===== src/design/tte_pkg.sv =====
// ----------------------------------------------------------------------------
// tte_pkg: shared types and constants of the tap tempo estimator
// Field widths, register indexes, reset values, status codes and the
// command bundle between the sequencer and the timestamp window.
// ----------------------------------------------------------------------------
`default_nettype none

package tte_pkg;

    // field widths
    localparam int TIME_W    = 32;
    localparam int BPM_W     = 24;
    localparam int STAT_W    = 2;
    localparam int TAPS_W    = 5;
    localparam int FRAC_BITS = 8;

    // configuration port
    localparam int CFG_IDX_W  = 1;
    localparam int CFG_DATA_W = 32;
    localparam logic [CFG_IDX_W-1:0] CFG_TIMEOUT = 1'd0;
    localparam logic [CFG_IDX_W-1:0] CFG_TPM     = 1'd1;

    localparam logic [TIME_W-1:0] TIMEOUT_RST = 32'd2000000;
    localparam logic [TIME_W-1:0] TPM_RST     = 32'd60000000;

    // window depth default
    localparam int MAX_TAPS_DEF = 8;

    // result status codes
    localparam logic [STAT_W-1:0] ST_NEED  = 2'd0;
    localparam logic [STAT_W-1:0] ST_VALID = 2'd1;
    localparam logic [STAT_W-1:0] ST_ZERO  = 2'd2;

    localparam logic [BPM_W-1:0] BPM_MAX = {BPM_W{1'b1}};

    // commands from the sequencer to the window
    typedef struct packed {
        logic rd_newest;
        logic rd_oldest;
        logic push;
        logic clear;
    } t_win_cmd;

endpackage

`default_nettype wire


===== src/design/tap_tempo_estimator.sv =====
// ----------------------------------------------------------------------------
// tap_tempo_estimator: tap-tempo BPM estimator in Q8 fixed point
// Each tap timestamp updates a window of recent taps and yields one tempo
// result: ticks_per_minute * (n-1) * 256 / (newest - oldest), saturated.
//
// Input channel: i_valid / o_stall carry i_tap_time; a transfer happens at
// a clock edge with i_valid high and o_stall low. Output channel: o_valid /
// i_stall carry o_bpm_q8, o_status and o_taps_held, held in an output
// register until the receiver takes them.
// Configuration: i_cfg_we writes i_cfg_data to register i_cfg_idx
// (0 timeout_ticks, 1 ticks_per_minute); the user must write only while the
// block is idle, as the block itself does not enforce it.
// An item with fewer than two taps or a zero span skips the divider;
// otherwise the serial divider develops one quotient bit per cycle, for
// 32 + $clog2(MAX_TAPS) + 8 bits. One item is in work at a time: the next
// tap transfers only once the result is loaded into the output register.
// When the receiver stalls, the finished result waits in the output register
// and the next tap is still taken; a further result waits in the sequencer.
// Reset empties the tap history, clears o_valid and restores both
// configuration registers to their defaults.
// ----------------------------------------------------------------------------
`default_nettype none

module tap_tempo_estimator
    import tte_pkg::*;
#(
    parameter int MAX_TAPS = MAX_TAPS_DEF
) (
    input  wire logic                  i_clk,
    input  wire logic                  i_rst_n,
    input  wire logic                  i_valid,
    output logic                       o_stall,
    input  wire logic [TIME_W-1:0]     i_tap_time,
    output logic                       o_valid,
    input  wire logic                  i_stall,
    output logic      [BPM_W-1:0]      o_bpm_q8,
    output logic      [STAT_W-1:0]     o_status,
    output logic      [TAPS_W-1:0]     o_taps_held,
    input  wire logic                  i_cfg_we,
    input  wire logic [CFG_IDX_W-1:0]  i_cfg_idx,
    input  wire logic [CFG_DATA_W-1:0] i_cfg_data
);

    localparam int IW    = (MAX_TAPS > 1) ? $clog2(MAX_TAPS) : 1;
    localparam int CW    = $clog2(MAX_TAPS + 1);
    localparam int PROD_W = TIME_W + IW;
    localparam int NUM_W = PROD_W + FRAC_BITS;

    typedef enum logic [5:0] {
        S_IDLE = 6'b000001,
        S_GAP  = 6'b000010,
        S_PREP = 6'b000100,
        S_SPAN = 6'b001000,
        S_DIV  = 6'b010000,
        S_DONE = 6'b100000
    } t_state;

    t_state r_state, n_state;

    logic [TIME_W-1:0] r_timeout;
    logic [TIME_W-1:0] r_tpm;
    logic [TIME_W-1:0] r_now;
    logic [NUM_W-1:0]  r_num;
    logic [STAT_W-1:0] r_res_status, n_res_status;

    logic              r_out_valid;
    logic [BPM_W-1:0]  r_out_bpm;
    logic [STAT_W-1:0] r_out_status;
    logic [TAPS_W-1:0] r_out_taps;

    t_win_cmd          w_cmd;
    logic [TIME_W-1:0] w_rd_data;
    logic [CW-1:0]     w_held;
    logic [TIME_W-1:0] w_diff;
    logic [CW-1:0]     w_nm1;
    logic [PROD_W-1:0] w_prod;
    logic              w_div_start;
    logic              w_div_done;
    logic [NUM_W-1:0]  w_quo;
    logic              w_out_load;
    logic [BPM_W-1:0]  w_bpm;

    // configuration registers
    always_ff @(posedge i_clk) begin
        if (!i_rst_n) begin
            r_timeout <= TIMEOUT_RST;
            r_tpm     <= TPM_RST;
        end else if (i_cfg_we) begin
            case (i_cfg_idx)
                CFG_TIMEOUT: r_timeout <= i_cfg_data[TIME_W-1:0];
                CFG_TPM:     r_tpm     <= i_cfg_data[TIME_W-1:0];
                default:     ;
            endcase
        end
    end

    tte_window #(
        .MAX_TAPS (MAX_TAPS)
    ) u_window (
        .i_clk     (i_clk),
        .i_rst_n   (i_rst_n),
        .i_cmd     (w_cmd),
        .i_wr_data (r_now),
        .o_rd_data (w_rd_data),
        .o_held    (w_held)
    );

    tte_divider #(
        .NUM_W (NUM_W)
    ) u_divider (
        .i_clk   (i_clk),
        .i_rst_n (i_rst_n),
        .i_start (w_div_start),
        .i_num   (r_num),
        .i_den   (w_diff),
        .o_done  (w_div_done),
        .o_quo   (w_quo)
    );

    // gap or span against the timestamp just read from the window
    assign w_diff = r_now - w_rd_data;

    // scaled numerator: ticks_per_minute times (taps - 1)
    assign w_nm1  = w_held - CW'(1);
    assign w_prod = PROD_W'(r_tpm) * PROD_W'(w_nm1[IW-1:0]);

    // saturate the quotient to the result field
    assign w_bpm = (w_quo[NUM_W-1:BPM_W] != '0) ? BPM_MAX : w_quo[BPM_W-1:0];

    assign w_out_load = (r_state == S_DONE) && (!r_out_valid || !i_stall);

    // sequencer
    always_comb begin
        n_state      = r_state;
        n_res_status = r_res_status;
        w_cmd        = '0;
        w_div_start  = 1'b0;
        case (r_state)
            S_IDLE: begin
                if (i_valid) begin
                    n_state = S_GAP;
                end
            end
            S_GAP: begin
                w_cmd.push  = 1'b1;
                w_cmd.clear = (w_held != '0) && (w_diff > r_timeout);
                n_state     = S_PREP;
            end
            S_PREP: begin
                w_cmd.rd_oldest = 1'b1;
                n_state         = S_SPAN;
            end
            S_SPAN: begin
                if (w_held < CW'(2)) begin
                    n_res_status = ST_NEED;
                    n_state      = S_DONE;
                end else if (w_diff == '0) begin
                    n_res_status = ST_ZERO;
                    n_state      = S_DONE;
                end else begin
                    n_res_status = ST_VALID;
                    w_div_start  = 1'b1;
                    n_state      = S_DIV;
                end
            end
            S_DIV: begin
                if (w_div_done) begin
                    n_state = S_DONE;
                end
            end
            S_DONE: begin
                if (w_out_load) begin
                    n_state = S_IDLE;
                end
            end
            default: begin
                n_state = S_IDLE;
            end
        endcase
        // read the newest timestamp while the tap transfers
        if (r_state == S_IDLE) begin
            w_cmd.rd_newest = 1'b1;
        end
    end

    always_ff @(posedge i_clk) begin
        if (!i_rst_n) begin
            r_state <= S_IDLE;
        end else begin
            r_state <= n_state;
        end
    end

    // hold the tap, the numerator and the pending status
    always_ff @(posedge i_clk) begin
        if (r_state == S_IDLE && i_valid) begin
            r_now <= i_tap_time;
        end
        if (r_state == S_PREP) begin
            r_num <= {w_prod, {FRAC_BITS{1'b0}}};
        end
        r_res_status <= n_res_status;
    end

    // output register
    always_ff @(posedge i_clk) begin
        if (!i_rst_n) begin
            r_out_valid <= 1'b0;
        end else if (w_out_load) begin
            r_out_valid <= 1'b1;
        end else if (!i_stall) begin
            r_out_valid <= 1'b0;
        end
    end

    always_ff @(posedge i_clk) begin
        if (w_out_load) begin
            r_out_bpm    <= (r_res_status == ST_VALID) ? w_bpm : '0;
            r_out_status <= r_res_status;
            r_out_taps   <= TAPS_W'(w_held);
        end
    end

    assign o_stall     = (r_state != S_IDLE);
    assign o_valid     = r_out_valid;
    assign o_bpm_q8    = r_out_bpm;
    assign o_status    = r_out_status;
    assign o_taps_held = r_out_taps;

endmodule

`default_nettype wire


===== src/design/tte_window.sv =====
// ----------------------------------------------------------------------------
// tte_window: ring of the most recent tap timestamps
// Holds up to MAX_TAPS timestamps in a small memory with one registered
// read port, tracks the oldest slot and the fill count, and pushes a new
// tap, optionally after emptying the history.
// ----------------------------------------------------------------------------
`default_nettype none

module tte_window
    import tte_pkg::*;
#(
    parameter int MAX_TAPS = MAX_TAPS_DEF
) (
    input  wire logic                          i_clk,
    input  wire logic                          i_rst_n,
    input  wire t_win_cmd                      i_cmd,
    input  wire logic [TIME_W-1:0]             i_wr_data,
    output logic      [TIME_W-1:0]             o_rd_data,
    output logic      [$clog2(MAX_TAPS+1)-1:0] o_held
);

    localparam int IW = (MAX_TAPS > 1) ? $clog2(MAX_TAPS) : 1;
    localparam int CW = $clog2(MAX_TAPS + 1);

    logic [TIME_W-1:0] r_mem [MAX_TAPS];
    logic [TIME_W-1:0] r_rd_data;
    logic [IW-1:0]     r_oldest, n_oldest;
    logic [CW-1:0]     r_held, n_held;

    logic [IW-1:0] w_newest;
    logic [IW-1:0] w_rd_addr;
    logic [IW-1:0] w_wr_addr;
    logic [IW-1:0] w_eff_old;
    logic [CW-1:0] w_eff_held;

    // reduce a sum below twice the depth to a slot index
    function automatic logic [IW-1:0] wrap(input logic [CW:0] s);
        logic [CW:0] r;
        begin
            r = (s >= (CW+1)'(MAX_TAPS)) ? s - (CW+1)'(MAX_TAPS) : s;
            wrap = r[IW-1:0];
        end
    endfunction

    // locate the newest held timestamp
    always_comb begin
        if (r_held == '0) begin
            w_newest = '0;
        end else begin
            w_newest = wrap((CW+1)'(r_oldest) + (CW+1)'(r_held - CW'(1)));
        end
        w_rd_addr = i_cmd.rd_newest ? w_newest : r_oldest;
    end

    // push: empty first on timeout, then append or overwrite the oldest
    always_comb begin
        w_eff_old  = i_cmd.clear ? '0 : r_oldest;
        w_eff_held = i_cmd.clear ? '0 : r_held;
        n_oldest   = r_oldest;
        n_held     = r_held;
        w_wr_addr  = w_eff_old;
        if (i_cmd.push) begin
            if (w_eff_held < CW'(MAX_TAPS)) begin
                w_wr_addr = wrap((CW+1)'(w_eff_old) + (CW+1)'(w_eff_held));
                n_held    = w_eff_held + CW'(1);
                n_oldest  = w_eff_old;
            end else begin
                w_wr_addr = w_eff_old;
                n_held    = w_eff_held;
                n_oldest  = wrap((CW+1)'(w_eff_old) + (CW+1)'(1));
            end
        end
    end

    // advance pointers
    always_ff @(posedge i_clk) begin
        if (!i_rst_n) begin
            r_oldest <= '0;
            r_held   <= '0;
        end else begin
            r_oldest <= n_oldest;
            r_held   <= n_held;
        end
    end

    // timestamp memory, one write and one registered read
    always_ff @(posedge i_clk) begin
        if (i_cmd.push) begin
            r_mem[w_wr_addr] <= i_wr_data;
        end
        if (i_cmd.rd_newest || i_cmd.rd_oldest) begin
            r_rd_data <= r_mem[w_rd_addr];
        end
    end

    assign o_rd_data = r_rd_data;
    assign o_held    = r_held;

endmodule

`default_nettype wire


===== src/design/tte_divider.sv =====
// ----------------------------------------------------------------------------
// tte_divider: bit-serial restoring divider
// Develops one quotient bit per cycle. The dividend shifts out of the
// quotient register from the top while quotient bits shift in at the bottom.
// ----------------------------------------------------------------------------
`default_nettype none

module tte_divider
    import tte_pkg::*;
#(
    parameter int NUM_W = 43
) (
    input  wire logic              i_clk,
    input  wire logic              i_rst_n,
    input  wire logic              i_start,
    input  wire logic [NUM_W-1:0]  i_num,
    input  wire logic [TIME_W-1:0] i_den,
    output logic                   o_done,
    output logic      [NUM_W-1:0]  o_quo
);

    localparam int CNT_W = $clog2(NUM_W + 1);

    logic [NUM_W-1:0]  r_quo;
    logic [TIME_W-1:0] r_rem;
    logic [TIME_W-1:0] r_den;
    logic [CNT_W-1:0]  r_cnt;
    logic              r_busy;

    logic [TIME_W:0]   w_trial;
    logic [TIME_W:0]   w_diff;
    logic              w_bit;

    // trial subtract of the divisor from the shifted remainder
    always_comb begin
        w_trial = {r_rem, r_quo[NUM_W-1]};
        w_diff  = w_trial - {1'b0, r_den};
        w_bit   = (w_trial >= {1'b0, r_den});
    end

    // iteration control
    always_ff @(posedge i_clk) begin
        if (!i_rst_n) begin
            r_busy <= 1'b0;
            r_cnt  <= '0;
        end else if (i_start) begin
            r_busy <= 1'b1;
            r_cnt  <= CNT_W'(NUM_W);
        end else if (r_busy) begin
            r_cnt <= r_cnt - CNT_W'(1);
            if (r_cnt == CNT_W'(1)) begin
                r_busy <= 1'b0;
            end
        end
    end

    // datapath: load, then shift one quotient bit per cycle
    always_ff @(posedge i_clk) begin
        if (i_start) begin
            r_quo <= i_num;
            r_rem <= '0;
            r_den <= i_den;
        end else if (r_busy) begin
            r_quo <= {r_quo[NUM_W-2:0], w_bit};
            r_rem <= w_bit ? w_diff[TIME_W-1:0] : w_trial[TIME_W-1:0];
        end
    end

    assign o_done = r_busy && (r_cnt == CNT_W'(1));
    assign o_quo  = r_quo;

endmodule

`default_nettype wire

===== config.mk =====
export PLATFORM = sky130hd
export DESIGN_NAME = tap_tempo_estimator
export DESIGN_NICKNAME = d
export VERILOG_FILES = /design/src/design/tte_pkg.sv /design/src/design/tap_tempo_estimator.sv /design/src/design/tte_window.sv /design/src/design/tte_divider.sv
export SDC_FILE = /design/constraint.sdc
export NUM_CORES = 1
export LEC_CHECK = 0
export CORE_MARGIN = 2
export CORE_UTILIZATION = 55
export DETAILED_ROUTE_END_ITERATION = 6
export DONT_BUFFER_PORTS = 1
export PLACE_DENSITY = 0.67
export SKIP_LAST_GASP = 1
export SYNTH_ARGS = -nofsm -noshare
export SYNTH_HDL_FRONTEND = slang
export SYNTH_SLANG_ARGS = --single-unit

===== constraint.sdc =====
create_clock -name i_clk -period 19.58 [get_ports i_clk]
set_input_delay 2.937 -clock i_clk [delete_from_list [all_inputs] [get_ports i_clk]]
set_output_delay 2.937 -clock i_clk [all_outputs]
set_load 0.05 [all_outputs]

==> summary.md <==
| Metric | Value |
|---|---|
| Result of the run | finished clean |
| Number of I/O pins | approximately 100 |
| Aggregate global-route resource usage | 0.239 |
| Count of placed standard cells including taps | 3,362 |
| Detail Route Antenna Nets | 0 |
| Maximum number of pins on one net before global-route repair | 85 |
| Initial antenna violation count | 0 |
| Gr ovfl total | 0 |
| Final Total Pwr | around 3.3 mW |
| Total number of vias | between 20,000 and 25,000 |
| Area contributors post-synth | sky130_fd_sc_hd__edfxtp_1 (47%), sky130_fd_sc_hd__dfxtp_1 (8.0%), sky130_fd_sc_hd__nand2_1 (7.1%) |
| Effective utilization at floorplan | 0.557 |
| Chip height | between 200 and 250 um |
| Number of resized instances in the post-cts repair step | 0 |
| Clock sink count | between 500 and 600 |
| Count of yosys warnings during synthesis | 0 |
| Slowest cell on the critical path | sky130_fd_sc_hd__and4_2 |
| Largest area contributor in the synthesized netlist | sky130_fd_sc_hd__edfxtp_1 |
| Power density over the cells | between 100 and 150 mW/mm^2 |
| Share of synthesized area occupied by flip-flops and latches | 0.554 |
| Via count of the first global-routing pass | between 15,000 and 20,000 |
| Core region area | approximately 0.053 sq mm |
| Root buffer cell | sky130_fd_sc_hd__clkbuf_16 |
| Synthesized instance count | 2,763 |
| Ys flop type | sky130_fd_sc_hd__edfxtp_1 |
| Final std cells w/o fill | about 3,500 |
| Most common library cells after synthesis | sky130_fd_sc_hd__nand2_1 (552), sky130_fd_sc_hd__edfxtp_1 (462), sky130_fd_sc_hd__inv_1 (199) |
| Die span in x | around 230 um |
| Peak VDD IR | about 0.00013 V |
| Rel. slew slack | 0.223 |
| Clock tree from TritonCTS | done |
| Clock Pin Slew Worst Setup and Hold Paths | around 60 ps |
| Path type of the worst setup path | reg -> reg |
| CTS Buf Count | 59 |
| Share of post-route cells with drive strength above 1 | 0.0697 |
| Count of input and output buffers | 0 |
| Setup repair after global routing missed its margin | no |
| Synthesized area divided by synthesized cell count | roughly 11 sq um |
| Flip-flop and latch count after synthesis | roughly 580 |
| Top-count cell post-synth | sky130_fd_sc_hd__nand2_1 |
| Max capacitance violation total | 0 |
| Biggest fanout along the worst timing path | 32 |
| Category of the worst setup path launch point | register |
| Signal arrival time at the worst endpoint | between 7000 and 8000 ps |
| Final-report hold violation count | 0 |
| Fraction of registers with async set or reset after synthesis | 0 |
| Total wire length | 66.2 mm |
| Final TNS setup | 0 ps |
| H-Tree Depth | 2 |
| Die area | ~0.055 sq mm |
| Number of enable flip-flop cells after synthesis | roughly 460 |
| Average wire length per cell after detail routing | ~19 um |
| Drt via density | 5.77 |
| Fmax achieved | roughly 130 MHz |
| Final critical path time including I/O delays and setup | roughly 7800 ps |
| DP Wirelength | around 44 mm |
| Kind of end point of the critical path | register |
| Cts-stage hold buffer count | 0 |
| Cell type group with the largest total delay on the critical path | simple AND/OR/NAND/NOR gates |
| Synth unique cells | 75 |
| Layout Skew | ~19 ps |
| Worst Path Required | about 20,000 ps |
| Remaining design rule violation count | 0 |
| FILL cells | 4,259 |
| Post-synth design cell area | between 0.02 and 0.03 sq mm |
| Area Overhead vs Synth | 9.59% |
| Transition time at the pin with the least slew margin | 1160 ps |
| Number of nets in the layout | between 2,000 and 3,000 |
| PnR worst setup slack | between 10,000 and 15,000 ps |
| WP buf/inv | 2 |
| Number of setup buffers added after CTS | 0 |
| Top-area cell type share of the netlist area | 0.474 |
| Number of setup violations in the final report | 0 |
| Worst skew pair latency | a little over 600 ps |
| Initial DRC count | roughly 1,400 |
| Final period util | 0.397 |
| Class of the worst hold path | reg -> reg |
| First-pass iteration count of the detailed router | 5 |
| Post-Syn Nets | ~3,000 |
| Minimum setup slack after placement | around 12,000 ps |
| Floorplan row count | 84 |
| Largest stage delay, worst path | approximately 1100 ps |
| Clock tree buffer depth | 3 |
| Final estimated routing congestion in global placement | 0.933 |
| Global-route wire length before repair | around 110 mm |
| Number of diodes | 0 |
| Leakage | around 12 nW |
| Total count of max-transition violations in the final report | 0 |
cells in the final DEF, fill, tap and decap left out, drive strengths merged, types with 20 or more instances in the layout:
cell type	synthesis	routed
ha	138	138
clkbuf	100	82
mux2i	30	30
nor2b	27	27
edfxtp	462	462
nand2b	49	49
a21oi	91	91
buf	23	34
nand2	552	552
fa	34	34
a21o	59	59
nand3	189	189
o21a	49	49
xor2	25	25
dfxtp	117	117
a211oi	46	46
inv	199	200
o21ai	87	87
nor3	27	27
a21boi	58	58
xnor2	60	60
mux2	36	36
nor2	117	117
nand4	20	20
power by group:
part	internal [mW]	total (mW)	switching [mW]	leakage (nW)
combinational	0.252	0.667	0.415	6.34
sequential	1.40	1.44	0.0362	5.16
clock	0.698	1.16	0.466	0.999
total	2.35	3.27	0.917	12.5
worst paths after layout:
path / start / slack [ps] / cells past startpoint / to
worst min register to register: r_res_status[0] / 450 / 0 / o_status[0]
worst min-delay path: r_res_status[0] / 450 / 0 / o_status[0]
worst max-delay path: r_now[1] / 11810 / 25 / u_window.r_mem[6][10]
worst max register to register: r_now[1] / 11810 / 25 / u_window.r_mem[6][10]
sequential cells by signal, summed over array words and instances, names as in the netlist, 6 cells and up:
signal,flops
u_divider.r_rem,32
u_divider.r_cnt,6
r_num,35
u_window.o_rd_data,32
r_now,32
r_timeout,32
u_divider.r_den,32
u_window.r_mem,256
u_divider.o_quo,43
r_state,6
o_bpm_q8,24
r_tpm,32
cell families (layout without fill, tap and decap cells):
group                    Yosys count  in the layout  share of synthesized area
AND/OR/NAND/NOR                 1072           1072                      0.165
flip-flops                       579            579                      0.554
AO/OA/AOI/OAI                    466            466                      0.107
buffers and inverters            322            343                     0.0420
adder cells (fa/ha/maj)          172            172                     0.0822
XOR/XNOR                          85             85                     0.0254
multiplexers                      66             66                     0.0241
other                              1              1                   0.000128
through the flow:
stage / util / hold WS [ps] / cell area, sq um
2_1_floorplan: - / 406 / 29300
3_3_place_gp: 0.572 / 430 / 30100
3_5_place_dp: 0.572 / 432 / 30100
4_1_cts: 0.611 / 451 / 32100
5_1_grt: 0.611 / 459 / 32100
6_report: 0.611 / 455 / 32100
layer usage:
metal  share of wire  routed length, um  global-route usage
met4           0.025               1670              0.0702
met2            0.48              32100               0.405
met5               0                  0                   0
met1            0.43              28600               0.314
met3           0.058               3850              0.0439
worst reg2reg max path, delay by kind of cell, from the launching register on:
kind                     cells  cell delay, ps
flip-flops                   1             520
buffers and inverters        2             170
AND/OR/NAND/NOR              9            2730
AO/OA/AOI/OAI                9            2220
XOR/XNOR                     1             440
adder cells (fa/ha/maj)      4            1300
layout make-up:
| cell class | instances | area (sq um) | share of cell area |
|---|---|---|---|
| Multi-Input combinational cell | 1862 | 12000 | 0.373 |
| Inverter | 199 | 747 | 0.0233 |
| Clock inverter | 28 | 378 | 0.0118 |
| Timing Repair Buffer | 34 | 255 | 0.00795 |
| Sequential cell | 579 | 16200 | 0.505 |
| Tap cell | 688 | 861 | 0.0268 |
| Clock buffer | 82 | 1660 | 0.0517 |
(Power assumes the default switching activity.)
